File: src/rtl/scdma_pkg.sv
`timescale 1ns / 1ps

package scdma_pkg;

    // Channel selected by the action field.
    localparam logic CH_FROM_SPR = 1'b0;
    localparam logic CH_TO_SPR   = 1'b1;

    // Channel modes, control bits 3:2.
    localparam logic [1:0] MODE_NORMAL     = 2'd0;
    localparam logic [1:0] MODE_CHAIN      = 2'd1;
    localparam logic [1:0] MODE_INTERLEAVE = 2'd2;
    localparam logic [1:0] MODE_NONE       = 2'd3;

    // Control register bit positions.
    localparam int unsigned CHCR_TTE_BIT = 6;
    localparam int unsigned CHCR_TIE_BIT = 7;
    localparam int unsigned CHCR_STR_BIT = 8;

    // Tag IDs.
    localparam logic [2:0] TAG_REFE = 3'd0;
    localparam logic [2:0] TAG_CNT  = 3'd1;
    localparam logic [2:0] TAG_NEXT = 3'd2;
    localparam logic [2:0] TAG_REF  = 3'd3;
    localparam logic [2:0] TAG_REFS = 3'd4;
    localparam logic [2:0] TAG_CALL = 3'd5;
    localparam logic [2:0] TAG_RET  = 3'd6;
    localparam logic [2:0] TAG_END  = 3'd7;

    // Address translation constants.
    localparam logic [31:0] SCR_BASE      = 32'h7000_0000;
    localparam logic [31:0] BUS_ADDR_MASK = 32'h7FFF_FFF0;

    localparam int unsigned SADR_W  = 14;
    localparam int unsigned COUNT_W = 11;

    typedef struct packed {
        logic              action;
        logic [31:0]       chcr;
        logic [31:0]       madr;
        logic [15:0]       qwc;
        logic [31:0]       tadr;
        logic [SADR_W-1:0] sadr;
        logic [63:0]       tag_word;
    } t_in_item;

    typedef struct packed {
        logic [31:0]        new_madr;
        logic [15:0]        new_qwc;
        logic [31:0]        new_tadr;
        logic [SADR_W-1:0]  new_sadr;
        logic [31:0]        new_chcr;
        logic [COUNT_W-1:0] copy_count;
        logic [31:0]        copy_src;
        logic [31:0]        copy_dst;
        logic               tag_write;
        logic               tag_used;
        logic               channel_done;
        logic               written_back;
    } t_out_item;

    // Update of one channel's pending-end bit.
    typedef struct packed {
        logic we;
        logic value;
    } t_pend_upd;

endpackage

File: src/rtl/scdma_step.sv
`timescale 1ns / 1ps

module scdma_step
    import scdma_pkg::*;
#(
    parameter int unsigned MAX_CHUNK         = 1024,
    parameter int unsigned SCRATCH_ADDR_BITS = 14
) (
    input  t_in_item  i_item,
    input  logic      i_dmac_en,
    input  logic      i_pend_cur,
    output t_out_item o_result,
    output t_pend_upd o_pend_upd
);

    localparam int unsigned SW = SCRATCH_ADDR_BITS;
    localparam logic [31:0] ScrMask   = 32'((64'd1 << SW) - 64'd1);
    localparam logic [15:0] MaxChunk  = 16'(MAX_CHUNK);
    localparam logic [SW-1:0] SadrStep = SW'(16);

    function automatic logic [31:0] map_bus(input logic [31:0] v);
        logic [31:0] r;
        if (v[31]) begin
            r = SCR_BASE | (v & ScrMask);
        end else begin
            r = v & BUS_ADDR_MASK;
        end
        return r;
    endfunction

    function automatic logic [31:0] map_scr(input logic [SW-1:0] s);
        logic [SW+31:0] ext;
        ext = {32'd0, s};
        return SCR_BASE | ext[31:0];
    endfunction

    logic [1:0]      mode;
    logic            active;
    logic            fetch;
    logic [31:0]     t0, t1;
    logic [2:0]      tag_id;
    logic [SW+13:0]  sadr_ext;
    logic [SW-1:0]   sadr_in;
    logic [31:0]     tag_taddr, tag_addr, tag_after;
    logic [15:0]     qwc_a;
    logic [31:0]     chcr_a, madr_a, tadr_a;
    logic [SW-1:0]   sadr_a;
    logic            end_a, pend_a, twrite;
    logic [15:0]     chunk;
    logic [31:0]     chunk_bytes;
    logic [31:0]     madr_b, src, dst;
    logic [SW-1:0]   sadr_b;
    logic [15:0]     qwc_b;
    logic            pend_b, done;
    logic [SW+13:0]  sadr_out_ext;
    logic [SW+13:0]  sadr_echo_ext;

    assign mode     = i_item.chcr[3:2];
    assign active   = i_dmac_en && i_item.chcr[CHCR_STR_BIT] && (mode != MODE_NONE);
    assign fetch    = (mode == MODE_CHAIN) && (i_item.qwc == 16'd0) && !i_pend_cur;
    assign t0       = i_item.tag_word[31:0];
    assign t1       = i_item.tag_word[63:32];
    assign tag_id   = t0[30:28];
    assign sadr_ext = {{SW{1'b0}}, i_item.sadr};
    assign sadr_in  = sadr_ext[SW-1:0];

    assign tag_taddr = map_bus(i_item.tadr);
    assign tag_addr  = map_bus(t1);
    assign tag_after = tag_taddr + 32'd16;

    // Tag fetch and decode.
    always_comb begin
        qwc_a  = i_item.qwc;
        chcr_a = i_item.chcr;
        madr_a = i_item.madr;
        tadr_a = i_item.tadr;
        sadr_a = sadr_in;
        end_a  = 1'b0;
        twrite = 1'b0;
        pend_a = i_pend_cur;
        if (fetch) begin
            qwc_a  = t0[15:0];
            chcr_a = {t0[31:16], i_item.chcr[15:0]};
            end_a  = t0[31] && i_item.chcr[CHCR_TIE_BIT];
            if (i_item.action == CH_FROM_SPR) begin
                sadr_a = sadr_in + SadrStep;
                madr_a = tag_addr;
                if (tag_id != TAG_REFE && tag_id != TAG_CNT) begin
                    end_a = 1'b1;
                end
            end else begin
                if (tag_id == TAG_REFE || tag_id == TAG_END) begin
                    end_a = 1'b1;
                end
                unique case (tag_id)
                    TAG_REFE, TAG_REF, TAG_REFS: begin
                        madr_a = tag_addr;
                        tadr_a = tag_after;
                    end
                    TAG_CNT, TAG_END: begin
                        madr_a = tag_after;
                        tadr_a = tag_after + {12'd0, t0[15:0], 4'd0};
                    end
                    TAG_CALL, TAG_RET: begin
                        end_a  = 1'b1;
                        madr_a = tag_after;
                        tadr_a = tag_addr;
                    end
                    TAG_NEXT: begin
                        madr_a = tag_after;
                        tadr_a = tag_addr;
                    end
                endcase
                if (i_item.chcr[CHCR_TTE_BIT]) begin
                    twrite = 1'b1;
                    sadr_a = sadr_in + SadrStep;
                end
            end
            pend_a = end_a;
        end
    end

    // Copy command for up to one chunk.
    always_comb begin
        chunk       = 16'd0;
        src         = 32'd0;
        dst         = 32'd0;
        madr_b      = madr_a;
        sadr_b      = sadr_a;
        qwc_b       = qwc_a;
        chunk_bytes = 32'd0;
        if (qwc_a != 16'd0) begin
            chunk       = (qwc_a < MaxChunk) ? qwc_a : MaxChunk;
            chunk_bytes = {12'd0, chunk, 4'd0};
            if (i_item.action == CH_FROM_SPR) begin
                src = map_scr(sadr_a);
                dst = map_bus(madr_a);
            end else begin
                src = map_bus(madr_a);
                dst = map_scr(sadr_a);
            end
            madr_b = madr_a + chunk_bytes;
            sadr_b = sadr_a + chunk_bytes[SW-1:0];
            qwc_b  = qwc_a - chunk;
        end
    end

    assign pend_b        = ((mode != MODE_CHAIN) && (qwc_b == 16'd0)) ? 1'b1 : pend_a;
    assign done          = (qwc_b == 16'd0) && pend_b;
    assign sadr_out_ext  = {14'd0, sadr_b};
    assign sadr_echo_ext = {14'd0, sadr_in};

    always_comb begin
        o_result.new_madr     = i_item.madr;
        o_result.new_qwc      = i_item.qwc;
        o_result.new_tadr     = i_item.tadr;
        o_result.new_chcr     = i_item.chcr;
        o_result.copy_count   = '0;
        o_result.copy_src     = '0;
        o_result.copy_dst     = '0;
        o_result.tag_write    = 1'b0;
        o_result.tag_used     = 1'b0;
        o_result.channel_done = 1'b0;
        o_result.written_back = 1'b0;
        o_pend_upd.we         = 1'b0;
        o_pend_upd.value      = 1'b0;
        // Idle echo keeps only the scratchpad address bits that are in range.
        o_result.new_sadr     = sadr_echo_ext[SADR_W-1:0];
        if (active) begin
            o_result.new_madr     = madr_b;
            o_result.new_qwc      = qwc_b;
            o_result.new_tadr     = tadr_a;
            o_result.new_sadr     = sadr_out_ext[SADR_W-1:0];
            o_result.new_chcr     = done ? (chcr_a & ~(32'd1 << CHCR_STR_BIT)) : chcr_a;
            o_result.copy_count   = chunk[COUNT_W-1:0];
            o_result.copy_src     = src;
            o_result.copy_dst     = dst;
            o_result.tag_write    = twrite;
            o_result.tag_used     = fetch;
            o_result.channel_done = done;
            o_result.written_back = 1'b1;
            o_pend_upd.we         = 1'b1;
            o_pend_upd.value      = pend_b && !done;
        end
    end

endmodule

File: src/rtl/scratchpad_dma_channel_step.sv
`timescale 1ns / 1ps

// Scratchpad DMA channel service step. Each input beat carries one channel's
// registers (control, memory address, quadword count, tag address, scratchpad
// address) plus the tag word at its current tag address; each output beat
// carries the updated registers and one copy command for the separate mover
// (count, first source and destination address, and whether the tag quadword
// goes to the scratchpad first), along with the done flag that raises the
// channel interrupt. Chain mode fetches and decodes a tag when the count is
// zero and no end is pending; normal, interleave and chain modes move up to
// MAX_CHUNK quadwords a step. The block keeps one pending-end bit per channel,
// cleared by reset, and the global enable written through the configuration
// port (write it only while no beat is in flight). Each beat passes from
// acceptance through the input register, where the decode, the address
// updates and the read-modify-write of the pending-end bit happen, and then
// the output register. One beat is accepted every cycle unless the input
// stalls; a stalled output holds its beat while the input register still
// takes one more, and the input stalls only when both registers are full.
// SCRATCH_ADDR_BITS sets the scratchpad address wrap; the scratchpad address
// fields on the ports stay 14 bits wide.

module scratchpad_dma_channel_step
    import scdma_pkg::*;
#(
    parameter int unsigned MAX_CHUNK         = 1024,
    parameter int unsigned SCRATCH_ADDR_BITS = 14
) (
    input  logic      i_clk,
    input  logic      i_rst_n,
    input  logic      i_cfg_we,
    input  logic      i_cfg_data,
    input  logic      i_in_valid,
    output logic      o_in_stall,
    input  t_in_item  i_in,
    output logic      o_out_valid,
    input  logic      i_out_stall,
    output t_out_item o_out
);

    logic      r_dmac_en;
    logic [1:0] r_end_pend;
    logic      r_s1_valid;
    t_in_item  r_s1_item;
    logic      r_out_valid;
    t_out_item r_out;

    logic      advance;
    logic      s1_load;
    logic      pend_cur;
    t_out_item step_result;
    t_pend_upd pend_upd;

    // The output register can take a new beat when it is empty or being
    // drained this cycle; the input register refills whenever it moves on.
    assign advance    = !r_out_valid || !i_out_stall;
    assign s1_load    = !r_s1_valid || advance;
    assign o_in_stall = !s1_load;

    assign pend_cur = r_end_pend[r_s1_item.action];

    scdma_step #(
        .MAX_CHUNK         (MAX_CHUNK),
        .SCRATCH_ADDR_BITS (SCRATCH_ADDR_BITS)
    ) u_step (
        .i_item     (r_s1_item),
        .i_dmac_en  (r_dmac_en),
        .i_pend_cur (pend_cur),
        .o_result   (step_result),
        .o_pend_upd (pend_upd)
    );

    always_ff @(posedge i_clk) begin
        if (!i_rst_n) begin
            r_dmac_en   <= 1'b0;
            r_end_pend  <= 2'b00;
            r_s1_valid  <= 1'b0;
            r_out_valid <= 1'b0;
        end else begin
            if (i_cfg_we) begin
                r_dmac_en <= i_cfg_data;
            end
            if (s1_load) begin
                r_s1_valid <= i_in_valid;
            end
            if (advance) begin
                r_out_valid <= r_s1_valid;
                // The pending-end bit is committed as the beat leaves the input
                // register, so a beat right behind it on the same channel sees it.
                if (r_s1_valid && pend_upd.we) begin
                    r_end_pend[r_s1_item.action] <= pend_upd.value;
                end
            end
        end
    end

    always_ff @(posedge i_clk) begin
        if (s1_load && i_in_valid) begin
            r_s1_item <= i_in;
        end
        if (advance && r_s1_valid) begin
            r_out <= step_result;
        end
    end

    assign o_out_valid = r_out_valid;
    assign o_out       = r_out;

endmodule

File: config.mk
export PLATFORM = sky130hd
export DESIGN_NAME = scratchpad_dma_channel_step
export DESIGN_NICKNAME = d
export VERILOG_FILES = /design/src/rtl/scdma_pkg.sv /design/src/rtl/scdma_step.sv /design/src/rtl/scratchpad_dma_channel_step.sv
export SDC_FILE = /design/constraint.sdc
export NUM_CORES = 1
export LEC_CHECK = 0
export ABC_AREA = 0
export ABC_CLOCK_PERIOD_IN_PS = 21700
export CORE_MARGIN = 1.5
export CORE_UTILIZATION = 50
export DETAILED_ROUTE_END_ITERATION = 12
export DONT_BUFFER_PORTS = 1
export HOLD_SLACK_MARGIN = 0.12
export PLACE_DENSITY = 0.76
export SLEW_MARGIN = 20
export SYNTH_ARGS = -nofsm -noshare
export SYNTH_HDL_FRONTEND = slang
export SYNTH_SLANG_ARGS = --single-unit
File: constraint.sdc
create_clock -name i_clk -period 21.7 [get_ports i_clk]
set_input_delay 1.085 -clock i_clk [delete_from_list [all_inputs] [get_ports i_clk]]
set_output_delay 1.085 -clock i_clk [all_outputs]
set_load 0.005 [all_outputs]
# Yosys cells after proc, flatten, opt, wreduce, memory -nomap -nowiden
# Cells that the tools add are included.
dict set report word_totals {
  register_bits 401
  output_inout_bits 207
  wordCells 124
  input_bits 197
}
dict set report classes {
  muxes 40
  n_bitwise 2
  n_addsub 6
  n_reduce_logical 37
  order_cmp 3
  eq_ne 11
}
# op n
set op_table {}
lappend op_table {{2-to-1 mux 32 bit} 8}
lappend op_table {{2-to-1 mux 205 bit} 1}
lappend op_table {{2-to-1 mux 31 bit} 5}
lappend op_table {{one-hot mux 32 bit (3 select lines)} 1}
lappend op_table {{adder 32 x 20 -> 32 bit} 2}
lappend op_table {{one-hot mux 32 bit (2 select lines)} 1}
lappend op_table {{2-to-1 mux 14 bit} 4}
lappend op_table {{2-to-1 mux 16 bit} 3}
lappend op_table {{adder 32 x 5 -> 32 bit, second input constant} 1}
lappend op_table {{logical NOT 16 bit} 2}
lappend op_table {{< comparator 16 x 11 -> 1 bit, second input constant} 1}
lappend op_table {{nonzero test 16 bit} 1}
lappend op_table {{subtractor 16 bit} 1}
lappend op_table {{adder 14 bit} 1}
lappend op_table {{adder 14 x 5 -> 14 bit, second input constant} 1}
lappend op_table {{logical AND 1 bit} 13}
lappend op_table {{equality test 3 bit, second input constant} 4}
lappend op_table {{2-to-1 mux 1 bit} 12}
lappend op_table {{2-to-1 mux 11 bit} 1}
lappend op_table {{2-to-1 mux 9 bit} 1}
lappend op_table {{OR reduction 3 bit} 3}
lappend op_table {{equality test 3 x 2 -> 1 bit, second input constant} 2}
lappend op_table {{logical NOT 1 bit} 6}
lappend op_table {{AND reduction 3 bit} 2}
lappend op_table {{17 further kinds} 22}

# Depth between registers and ports, before layout
# Gate-level depths: netlist of run 1.
dict set report depth {
  depth_word 18
  mapped_depth 21
  mapped_depth_nobuf 17
}

# Modules after synthesis
# From an unflattened synthesis of run 1, not the netlist that was laid out.
dict set report hier_totals {
  cells_unflattened 1779
  area_unflattened_um2 20064.2
}
# mod seq_area_each_um2 cells_per_inst area_each_um2 n_inst
set by_module_without_submodules {}
lappend by_module_without_submodules {scratchpad_dma_channel_step 11991.5 418 12115.4 1}
lappend by_module_without_submodules {scdma_step 0.0 1361 7948.9 1}

# Least setup slack after synthesis of run 1
# OpenSTA, ideal clock, no wires.
dict set report synth_path {
  kind {in2reg}
  from {input port i_out_stall}
  to {register r_end_pend[1]}
  setup_ps 152
  required_ps 21548
  t_arrival_ps 17467
  slack_ps 4081
  cell_stages 3
  path_cell_list {a21boi_0 nand3_1 o41ai_1}
}
dict set report synth_between {
  elab_chain_cells 3
}
# element line
set synth_lines {}
lappend synth_lines {{start: declaration} scratchpad_dma_channel_step.sv:36} ;# input logic i_out_stall,
lappend synth_lines {{logical NOT 1 bit} scratchpad_dma_channel_step.sv:55} ;# assign advance = !r_out_valid || !i_out_stall;
lappend synth_lines {{logical OR 1 bit} scratchpad_dma_channel_step.sv:55}
lappend synth_lines {{AND reduction 2 bit (no line)} -}
lappend synth_lines {{end signal: indexed assignment} scratchpad_dma_channel_step.sv:90} ;# r_end_pend[r_s1_item.action] <= pend_upd.value;
lappend synth_lines {{end: declaration} scratchpad_dma_channel_step.sv:41} ;# logic [1:0] r_end_pend;
# Every way passes these cells.
# A chain may end at the register's enable or synchronous reset.

==> results of run 1 <==
-- flip-flops by register name, indices dropped and copies added (netlist names) --
signal       cells
r_s1_item      191
r_end_pend       2
r_s1_valid       1
o_out          203
r_dmac_en        1
o_out_valid      1
-- metal layers --
| metal | track usage [%] | routed length (um) | share of wire, % |
|---|---|---|---|
| met5 | 0 | 13 | 0.022 |
| met4 | 12.2 | 1910 | 3.3 |
| met1 | 37.8 | 24100 | 41 |
| met3 | 6.48 | 4930 | 8.5 |
| met2 | 43.5 | 27200 | 47 |
-- layout by cell type, fill, tap and decap left out, types with 18 or more instances in the layout --
master	count
sky130_fd_sc_hd__inv_1	42
sky130_fd_sc_hd__a21oi_1	115
sky130_fd_sc_hd__o21a_1	21
sky130_fd_sc_hd__a31oi_1	27
sky130_fd_sc_hd__nor2_1	210
sky130_fd_sc_hd__mux2i_1	27
sky130_fd_sc_hd__diode_2	18
sky130_fd_sc_hd__edfxtp_1	394
sky130_fd_sc_hd__clkbuf_16	45
sky130_fd_sc_hd__nand2_1	223
sky130_fd_sc_hd__ha_1	44
sky130_fd_sc_hd__o21ai_0	104
sky130_fd_sc_hd__buf_4	20
sky130_fd_sc_hd__xnor2_1	49
sky130_fd_sc_hd__xor2_1	25
sky130_fd_sc_hd__nor3_1	37
sky130_fd_sc_hd__nand3_1	38
-- worst max-delay path, stage by stage (launching register included) --
cell and delay [ns]:
sky130_fd_sc_hd__edfxtp_1 0.50, sky130_fd_sc_hd__or4_4 0.59, sky130_fd_sc_hd__or4_4 0.62, sky130_fd_sc_hd__nor2_8 0.36, sky130_fd_sc_hd__o32ai_1 0.15, sky130_fd_sc_hd__buf_4 0.19
sky130_fd_sc_hd__inv_1 0.59, sky130_fd_sc_hd__nor2_1 0.17, sky130_fd_sc_hd__ha_1 0.41, sky130_fd_sc_hd__a211oi_1 0.10, sky130_fd_sc_hd__nor2_1 0.29, sky130_fd_sc_hd__o221ai_1 0.25
sky130_fd_sc_hd__a31oi_1 0.30, sky130_fd_sc_hd__o41ai_1 0.14, sky130_fd_sc_hd__or4_1 0.71, sky130_fd_sc_hd__nor4_2 0.34, sky130_fd_sc_hd__xor2_1 0.19, sky130_fd_sc_hd__o21ai_1 0.08
-- how the worst max path moves through the flow --
stage	slack (ns)	endpoint	depth (start not counted)
floorplan	4.08	r_end_pend[1]$_SDFFE_PN0P_	3
global placement	15.44	o_out[204]$_DFFE_PP_	17
detailed placement	15.30	o_out[204]$_DFFE_PP_	17
CTS	15.28	o_out[204]$_DFFE_PP_	17
global route	15.11	o_out[201]$_DFFE_PP_	17
finish	15.44	o_out[201]$_DFFE_PP_	17
-- stage by stage --
step	setup slack [ns]	hold slack [ns]	instance area, um^2	util (%)
6_report	15.44	0.420	21700	55.9
5_1_grt	15.11	0.427	21700	55.9
4_1_cts	15.28	0.422	21600	55.8
3_5_place_dp	15.30	0.408	20200	52.2
3_3_place_gp	15.44	0.404	20200	52.2
2_1_floorplan	4.08	0.400	19700	-
-- cells by family after synthesis --
| group | synth area share (%) |
|---|---|
| compound gates | 13.0 |
| flops | 60.6 |
| simple gates | 15.3 |
| other cells | 0.0381 |
| mux | 2.12 |
| buf+inv | 2.57 |
| fa+ha+maj | 3.10 |
| xor+xnor | 3.29 |
-- final cells by class --
class                   count  area [um^2]  area share, %
diodes                     18         45.0          0.208
clock buffers              52         1150           5.32
clock inverters            25          226           1.04
inverters                  43          161          0.745
multi-input cells        1224         7330           33.8
flip-flops and latches    399        11900           55.1
well taps                 518          648           2.99
repair buffers             22          178          0.820
-- power by group through the flow --
stage / combinational, mW / sequential (mW) / clock (mW)
after floorplan: 0.110 / 0.946 / 0
after global placement: 0.147 / 0.944 / 0
after detailed placement: 0.149 / 0.945 / 0
after CTS: 0.150 / 0.930 / 0.731
after global routing: 0.168 / 0.933 / 0.758
final: 0.152 / 0.930 / 0.720
==> parameters.txt, run 1 <==
Parameter                              Value

Yosys
  Cell variety after synth    82
  Async set-reset flop share out of synthesis    0%
  Average cell area after synthesis    around 11 um^2
  Largest cells by area after synthesis    sky130_fd_sc_hd__edfxtp_1 60%, sky130_fd_sc_hd__nand2_1 4.2%, sky130_fd_sc_hd__nor2_1 4.0%
  Proportion of netlist area held by the largest area contributor    between 60% and 70%
  Commonest cells in the synthesized netlist    394 x sky130_fd_sc_hd__edfxtp_1, 223 x sky130_fd_sc_hd__nand2_1, 211 x sky130_fd_sc_hd__nor2_1
  Sequential-to-total area share from yosys stat    60.6%
  Mapped Area    19700 um^2
  Post-synthesis cell count    ~1700
  Predominant post-synthesis flop cell    sky130_fd_sc_hd__edfxtp_1
  Most area-hungry cell type in the Yosys netlist    sky130_fd_sc_hd__edfxtp_1
  FF+latch count, synth    399
  Synth warnings    0
  Most frequent cell after synthesis    sky130_fd_sc_hd__edfxtp_1
  Number of enable-type register cells in the synthesized netlist    394

Die
  Die area    about 41000 um^2
  Number of ports placed on the die boundary    404
  Number of placement rows    72
  Die width    around 200 um
  Starting density of the core    50.8%
  Core outline area    38700 um^2
  Vert. Die Dim    201 um

Clock network
  H-tree Lvls    2
  Count of instances resized after the clock tree is built    0
  Buffers inserted by post-CTS timing repair    0
  Number of clock sinks    between 300 and 400
  Max clock buf depth    3
  Root Buffer    sky130_fd_sc_hd__clkbuf_16
  Clock transition time at the flip-flop clock pins of the worst setup and hold paths    0.06 ns
  Clock latency of the later-clocked register in the worst-skew pair    between 0.5 and 0.6 ns
  Number of buffers created by CTS    42
  Hold buffer count at cts    0
  TritonCTS clock tree    built

Timing
  Transition time at the pin with the least slew margin    roughly 1.1 ns
  Minimum clock period after layout    around 6.3 ns
  Aggregate negative setup slack    0 ns
  Achievable frequency    0.160 GHz
  RSZ-0062 raised after global routing    no
  Final hold violations    0
  Count of pins over their slew limit    0
  Number of failing setup endpoints in the final timing report    0
  Share of the clock period used by the worst path    between 20% and 30%
  Tightest slew margin relative to the limit    about a quarter
  Setup clock skew after layout    roughly 0.02 ns

Placement
  Post-DP HPWL    42700 um
  Routability Congestion    a little over 0.9
  Quantity of I/O buffers inserted on ports    0
  DP Cell Count    about 2200

Routing
  DR iter-0 viols    around 1700
  Final routed wire length divided by cell count    roughly 25 um
  Total number of vias    around 14000
  Number of detailed-route iterations in the first pass    8
  Drt via density    a little over 6
  Remaining routing DRC violations    0
  Total wire length after detailed routing    approximately 58000 um
  Count of nets left with antenna violations after detail routing    0

Power
  Sw frac    roughly a quarter
  Total chip power    around 1.8 mW
  Register share of total power    roughly half
  Pwr per Cell Area    83.1 nW/um^2
  Psw    0.430 mW
  Combinational Power Share    between 8 and 9%
  VDD IR max    between 0.00008 and 0.00009 V
  Clk pwr share    about two fifths
  Internal power component    about 1.4 mW
  Reported leakage power    7.66 nW

Critical path
  Crit path kind    register to register
  FF-to-FF path depth    17
  End of the worst register-to-register path    o_out[201]$_DFFE_PP_
  Origin of the worst setup path    r_s1_item[123]$_DFFE_PP_
  Nature of the critical path endpoint    register
  Launch instance of the worst register-to-register path    r_s1_item[123]$_DFFE_PP_
  Setup slack on the worst flop-to-flop path    15.44 ns
  Kind of start point of the critical path    register
  Worst-path maximum fanout    27
  CP Data Required Time    22.00 ns
  Critical Path AT    between 6 and 7 ns

Hold path
  HP Start    r_s1_item[168]$_DFFE_PP_
  Number of cells on the worst hold path    0
  Sink of the worst hold path    o_out[89]$_DFFE_PP_
  Min-Delay Path Class    register to register

Global routing
  Overall routing resource usage    between 20% and 30%
  Maximum number of pins on one net before global-route repair    around 170
  First-pass GRT wire length    ~85000 um
  Via count of the first global-routing pass    between 10000 and 15000
  Total grt overflow    0
  Number of antenna violations at the first check in global routing    19

Job
  Max-cap violations    0

Finish
  Relative area change from synthesis to final layout    10.0%
  Share of layout cells above drive strength 1    6.69%
  Number of fill cells    between 3000 and 4000
  Final #Nets    1976
  Number of non-filler instances in the completed layout    2301

Outcome
  Result of the run    complete, no violations
No activity file was read; power rests on OpenSTA's default activity.
==> inputs of run 2 (changes only) <==
- ABC_CLOCK_PERIOD_IN_PS: 21700 -> 5710
- PLACE_DENSITY: 0.76 -> 0.79
- clock period: 21.7 -> 5.71 ns (I/O delays scaled with it)
==> run 2 against run 1 <==
  * Routed wire length rose by 7.5%
  * Worst hold slack got worse by 0.13 ns
  * Clock power rose to 3.9 times the previous value
  * Critical path type unchanged
  * Largest power group unchanged
  * Highest routed layer is now met4
==> parameters.txt, run 2 (synthesis results as in run 1) <==
Parameter                              Value

Outcome
  Result of the run    complete, no violations

Placement
  Quantity of I/O buffers inserted on ports    0 (unchanged)
  DP Cell Count    2228 (+1.0%)
  Post-DP HPWL    43600 um (+2.3%)
  Routability Congestion    0.966 (+3.6%)
  Pre-CTS setup slack    0.199 ns (-15.10 ns)

Die
  Number of placement rows    72 (unchanged)
  Die area    40600 um^2 (unchanged)
  Starting density of the core    50.8% (unchanged)
  Vert. Die Dim    201 um (unchanged)
  Die width    201 um (unchanged)
  Core outline area    38700 um^2 (unchanged)
  Number of ports placed on the die boundary    404 (unchanged)

Finish
  Most used cells in the layout excluding fill and tap cells    394 x sky130_fd_sc_hd__edfxtp_1, 222 x sky130_fd_sc_hd__nand2_1, 209 x sky130_fd_sc_hd__nor2_1
  Number of fill cells    2977 (-9.0%)
  Share of layout cells above drive strength 1    7.41% (+0.72 points)
  Relative area change from synthesis to final layout    20.8%
  Leading cell type in the layout, fill and taps excluded    sky130_fd_sc_hd__edfxtp_1
  Number of flip-flops in the largest register    203 (unchanged)
  Number of non-filler instances in the completed layout    2505 (+8.9%)
  Final #Nets    2197 (+11%)

Timing
  Setup clock skew after layout    0.0242 ns (+0.00422 ns)
  Transition time at the pin with the least slew margin    1.16 ns (+0.0287 ns)
  RSZ-0062 raised after global routing    no
  Minimum clock period after layout    5.43 ns (-0.838 ns)
  Count of pins over their slew limit    0 (unchanged)
  Number of failing setup endpoints in the final timing report    0 (unchanged)
  Final Hold Slack    0.285 ns (-0.135 ns)
  Share of the clock period used by the worst path    95.0% (+66 points)
  Aggregate negative setup slack    0 ns (unchanged)
  Final critical-path setup slack    0.285 ns (-15.15 ns)
  Final hold violations    0 (unchanged)
  Tightest slew margin relative to the limit    21.6% (-1.9 points)
  Achievable frequency    0.184 GHz (+15%)

Critical path
  Nature of the critical path endpoint    register
  Crit path kind    register to register
  End of the worst register-to-register path    o_out[201]$_DFFE_PP_
  CP Data Required Time    6.01 ns (-15.99 ns)
  Setup slack on the worst flop-to-flop path    0.28 ns (-15.15 ns)
  Kind of start point of the critical path    register
  Worst-path maximum fanout    7 (-74%)
  FF-to-FF path depth    17 (unchanged)
  Critical Path AT    5.73 ns (-0.83 ns)
  Launch instance of the worst register-to-register path    r_s1_item[121]$_DFFE_PP_

Clock network
  Buffers inserted by post-CTS timing repair    0 (unchanged)
  TritonCTS clock tree    built
  Number of buffers created by CTS    42 (unchanged)
  Number of clock sinks    399 (unchanged)
  Max clock buf depth    3 (unchanged)
  H-tree Lvls    2 (unchanged)
  Root Buffer    sky130_fd_sc_hd__clkbuf_16
  Clock latency of the later-clocked register in the worst-skew pair    0.59 ns (+0.02 ns)
  Clock transition time at the flip-flop clock pins of the worst setup and hold paths    0.06 ns (about the same)

Global routing
  First-pass GRT wire length    92500 um (+9.2%)
  Total grt overflow    0 (unchanged)
  Via count of the first global-routing pass    14600 (+10%)
  Overall routing resource usage    30.2% (+2.2 points)
  Number of antenna violations at the first check in global routing    3 (-16)
  Maximum number of pins on one net before global-route repair    161 (-3.0%)

Hold path
  Min-Delay Path Class    input pin to register
  Number of cells on the worst hold path    2 (+2)
  HP Start    i_out_stall
  Sink of the worst hold path    o_out[3]$_SDFFCE_PN0P_

Routing
  Total number of vias    15200 (+7.5%)
  Remaining routing DRC violations    0 (unchanged)
  DR iter-0 viols    1562 (-7.8%)
  Total wire length after detailed routing    62500 um (+7.5%)
  Drt via density    6.08 (-1.3%)
  Final routed wire length divided by cell count    24.9 um (-1.3%)
  Count of nets left with antenna violations after detail routing    0 (unchanged)
  Number of detailed-route iterations in the first pass    5 (-3)

Power
  Reported leakage power    8.59 nW (+12%)
  Total chip power    7.03 mW (+290%)
  Pwr per Cell Area    295 nW/um^2 (+260%)
  VDD IR max    0.000314 V (+290%)

Job
  Max-cap violations    0 (unchanged)
## run 2: where the power goes
group	switching, mW	internal (mW)
combinational	0.428	0.290
clock	1.17	1.61
sequential	0.127	3.41
## run 2: metal layers
metal | up-vias | part of all wire, % | global-route usage, %
met1 | 7365 | 40 | 39.4
met2 | 841 | 49 | 50.9
li1 | 6918 | - | -
met3 | 116 | 9.0 | 6.54
met5 | - | 0 | 0
met4 | 0 | 2.7 | 8.88
## run 2: final cells by class
type                       count  area, um^2  share of cell area (%)
sequential                   399       11900                    50.1
multi-input combinational   1224        7340                    30.8
timing repair buffer         243        2350                    9.86
clock buffer                  49        1100                    4.62
tap                          518         648                    2.72
clock inverter                26         272                    1.14
inverter                      43         161                   0.678
antenna                        3        7.51                  0.0315
## run 2: worst max-delay path, stage by stage (launching register included)
cell	delay [ns]
sky130_fd_sc_hd__edfxtp_1	0.47
sky130_fd_sc_hd__or4_4	0.62
sky130_fd_sc_hd__or2_1	0.29
sky130_fd_sc_hd__or3_1	0.41
sky130_fd_sc_hd__buf_4	0.22
sky130_fd_sc_hd__a211oi_1	0.46
sky130_fd_sc_hd__a21oi_1	0.21
sky130_fd_sc_hd__inv_1	0.10
sky130_fd_sc_hd__ha_1	0.19
sky130_fd_sc_hd__o21a_1	0.14
sky130_fd_sc_hd__o21a_1	0.14
sky130_fd_sc_hd__o221ai_1	0.22
sky130_fd_sc_hd__a31oi_2	0.27
sky130_fd_sc_hd__o41ai_2	0.12
sky130_fd_sc_hd__or4_1	0.70
sky130_fd_sc_hd__nor4_2	0.35
sky130_fd_sc_hd__xor2_1	0.18
sky130_fd_sc_hd__o21ai_1	0.07
## run 2: repair_timing
item | CTS | global route
hold buffers | 199 | 0
endpoints found under the hold margin | 196 | 0
gates resized for setup | 0 | 4
endpoints found under the setup margin | 0 | 5
## run 2: worst max path at each step
stage	slack, ns	endpoint	from
after floorplan	0.53	o_out[201]$_DFFE_PP_	r_s1_item[123]$_DFFE_PP_
after global placement	0.27	o_out[203]$_DFFE_PP_	r_s1_item[123]$_DFFE_PP_
after detailed placement	0.20	o_out[203]$_DFFE_PP_	r_s1_item[123]$_DFFE_PP_
after CTS	0.18	o_out[197]$_DFFE_PP_	r_s1_item[123]$_DFFE_PP_
after global routing	0.03	o_out[201]$_DFFE_PP_	r_s1_item[123]$_DFFE_PP_
final	0.28	o_out[201]$_DFFE_PP_	r_s1_item[121]$_DFFE_PP_
## run 2: through the flow
step | area (um^2) | util (%)
after detailed placement | 20400 | 52.7
after CTS | 23800 | 61.4
after global placement | 20400 | 52.7
after floorplan | 19700 | -
final | 23800 | 61.4
after global routing | 23800 | 61.4
==> inputs of run 3 (changes only) <==
- CTS_BUF_LIST: default -> sky130_fd_sc_hd__clkbuf_8
==> run 3 against run 2 <==
  * Sequential cell count did not move
  * Routed wire length rose by 0.98%
  * Clock power fell by 14%
  * Critical path depth did not move
==> parameters.txt, run 3 (synthesis results as in run 1) <==
Parameter                              Value

Outcome
  Result of the run    complete, no violations

Routing
  DR iter-0 viols    1627 (+4.2%)
  Total number of vias    15500 (+1.7%)
  Count of nets left with antenna violations after detail routing    0 (unchanged)
  Number of detailed-route iterations in the first pass    6 (+1)
  Total wire length after detailed routing    63100 um (+0.98%)
  Final routed wire length divided by cell count    24.8 um (-0.69%)
  Drt via density    6.09 (about the same)
  Remaining routing DRC violations    0 (unchanged)

Job
  Max-cap violations    0 (unchanged)

Clock network
  TritonCTS clock tree    built
  Clock latency of the later-clocked register in the worst-skew pair    0.64 ns (+0.05 ns)
  Number of buffers created by CTS    67 (+60%)
  Max clock buf depth    3 (unchanged)
  Number of clock sinks    399 (unchanged)
  Root Buffer    sky130_fd_sc_hd__clkbuf_8
  H-tree Lvls    3 (+1)
  Clock transition time at the flip-flop clock pins of the worst setup and hold paths    0.06 ns (about the same)

Finish
  Leading cell type in the layout, fill and taps excluded    sky130_fd_sc_hd__edfxtp_1
  Number of fill cells    3026 (+1.6%)
  Share of layout cells above drive strength 1    8.60% (+1.2 points)
  Relative area change from synthesis to final layout    20.1%
  Most used cells in the layout excluding fill and tap cells    394 x sky130_fd_sc_hd__edfxtp_1, 222 x sky130_fd_sc_hd__nand2_1, 209 x sky130_fd_sc_hd__nor2_1
  Post-route cell area    23700 um^2 (-0.63%)
  Final #Nets    2222 (+1.1%)
  Utilization after layout    61.1% (-0.38 points)
  Number of flip-flops in the largest register    203 (unchanged)

Die
  Vert. Die Dim    201 um (unchanged)
  Number of placement rows    72 (unchanged)
  Number of ports placed on the die boundary    404 (unchanged)
  Die area    40600 um^2 (unchanged)
  Die width    201 um (unchanged)
  Starting density of the core    50.8% (unchanged)
  Core outline area    38700 um^2 (unchanged)

Timing
  Final critical-path setup slack    0.278 ns (-0.00706 ns)
  Achievable frequency    0.184 GHz (-0.13%)
  RSZ-0062 raised after global routing    no
  Transition time at the pin with the least slew margin    1.04 ns (-0.121 ns)
  Number of failing setup endpoints in the final timing report    0 (unchanged)
  Tightest slew margin relative to the limit    29.7% (+8.2 points)
  Minimum clock period after layout    5.43 ns (+0.00706 ns)
  Share of the clock period used by the worst path    95.1% (+0.12 points)
  Final hold violations    0 (unchanged)
  Aggregate negative setup slack    0 ns (unchanged)
  Count of pins over their slew limit    0 (unchanged)
  Setup clock skew after layout    0.0386 ns (+0.0144 ns)

Global routing
  First-pass GRT wire length    93800 um (+1.4%)
  Maximum number of pins on one net before global-route repair    161 (unchanged)
  Via count of the first global-routing pass    15100 (+3.1%)
  Number of antenna violations at the first check in global routing    4 (+1)
  Overall routing resource usage    30.8% (+0.54 points)
  Total grt overflow    0 (unchanged)

Power
  Psw    1.74 mW (+0.82%)
  Register share of total power    53.2% (+2.9 points)
  Total chip power    6.64 mW (-5.6%)
  VDD IR max    0.000203 V (-35%)
  Pwr per Cell Area    281 nW/um^2 (-5.0%)
  Sw frac    26.2% (+1.7 points)
  Reported leakage power    8.58 nW (about the same)
  Clk pwr share    35.9% (-3.6 points)
  Internal power component    4.90 mW (-7.6%)
  Combinational Power Share    10.8% (+0.6 points)

Placement
  Post-DP HPWL    43600 um (unchanged)
  Pre-CTS setup slack    0.199 ns (unchanged)
  Post-DP Area    20400 um^2 (unchanged)
  Quantity of I/O buffers inserted on ports    0 (unchanged)
  Routability Congestion    0.966 (unchanged)

Critical path
  Kind of start point of the critical path    register
  Worst-path maximum fanout    7 (unchanged)
  Crit path kind    register to register
  Critical Path AT    5.80 ns (+0.07 ns)
  CP Data Required Time    6.07 ns (+0.06 ns)
  Nature of the critical path endpoint    register

Hold path
  Min-Delay Path Class    input pin to register
run 3: final cells by class:
cell class | count | area, um^2 | share of cell area [%]
Antenna cell | 5 | 12.5 | 0.0529
Clock buffer | 71 | 977 | 4.13
Clock inverter | 44 | 239 | 1.01
Tap cell | 518 | 648 | 2.74
Inverter | 43 | 161 | 0.682
Timing Repair Buffer | 243 | 2350 | 9.92
Multi-Input combinational cell | 1224 | 7340 | 31.0
Sequential cell | 399 | 11900 | 50.4
run 3: path summary, 6_finish.rpt:
| kind | startpoint | end | slack, ns | cells past startpoint |
|---|---|---|---|---|
| max | r_s1_item[119]$_DFFE_PP_ | o_out[201]$_DFFE_PP_ | 0.28 | 17 |
| min | i_out_stall | o_out[3]$_SDFFCE_PN0P_ | 0.21 | 2 |
| max reg2reg | r_s1_item[119]$_DFFE_PP_ | o_out[201]$_DFFE_PP_ | 0.28 | 17 |
| min reg2reg | r_s1_item[158]$_DFFE_PP_ | o_out[79]$_DFFE_PP_ | 0.42 | 0 |
run 3: layer usage:
metal  vias up  global-route usage, %  wire [um]
met5         -                      0          0
met4         0                   11.9       2150
met3       144                   6.87       5840
met2       940                   50.7      30500
met1      7436                   39.8      24600
li1       6984                      -          -
run 3: per-stage QoR:
step                      hold WS, ns  std cells
after floorplan                 0.384       1752
after global placement          0.384       2228
after detailed placement        0.384       2228
after CTS                       0.220       2542
after global routing            0.238       2546
final                           0.211       2547
run 3: power by group through the flow:
stage / Clock (mW) / Combinational, mW / Sequential (mW)
global route: 2.55 / 0.781 / 3.54
global placement: 0 / 0.571 / 3.59
detailed placement: 0 / 0.578 / 3.59
CTS: 2.40 / 0.699 / 3.53
finish: 2.39 / 0.718 / 3.53
floorplan: 0 / 0.420 / 3.54
run 3: critical path, cell delays in order (launching register included):
cell	delay [ns]
sky130_fd_sc_hd__edfxtp_1	0.45
sky130_fd_sc_hd__or4b_1	0.63
sky130_fd_sc_hd__or2_1	0.29
sky130_fd_sc_hd__or3_1	0.41
sky130_fd_sc_hd__buf_4	0.23
sky130_fd_sc_hd__a211oi_1	0.50
sky130_fd_sc_hd__a21oi_1	0.20
sky130_fd_sc_hd__inv_1	0.10
sky130_fd_sc_hd__ha_1	0.19
sky130_fd_sc_hd__o21a_1	0.14
sky130_fd_sc_hd__o21a_1	0.14
sky130_fd_sc_hd__o221ai_1	0.22
sky130_fd_sc_hd__a31oi_2	0.26
sky130_fd_sc_hd__o41ai_2	0.11
sky130_fd_sc_hd__or4_1	0.69
sky130_fd_sc_hd__nor4_2	0.34
sky130_fd_sc_hd__xor2_1	0.18
sky130_fd_sc_hd__o21ai_1	0.07
run 3: timing repair:
action | in CTS | in global routing
buffers inserted | 0 | 0
resized for setup | 0 | 4
hold buffers | 199 | 0
endpoints found under the hold margin | 196 | 0
endpoints found under the setup margin | 0 | 5
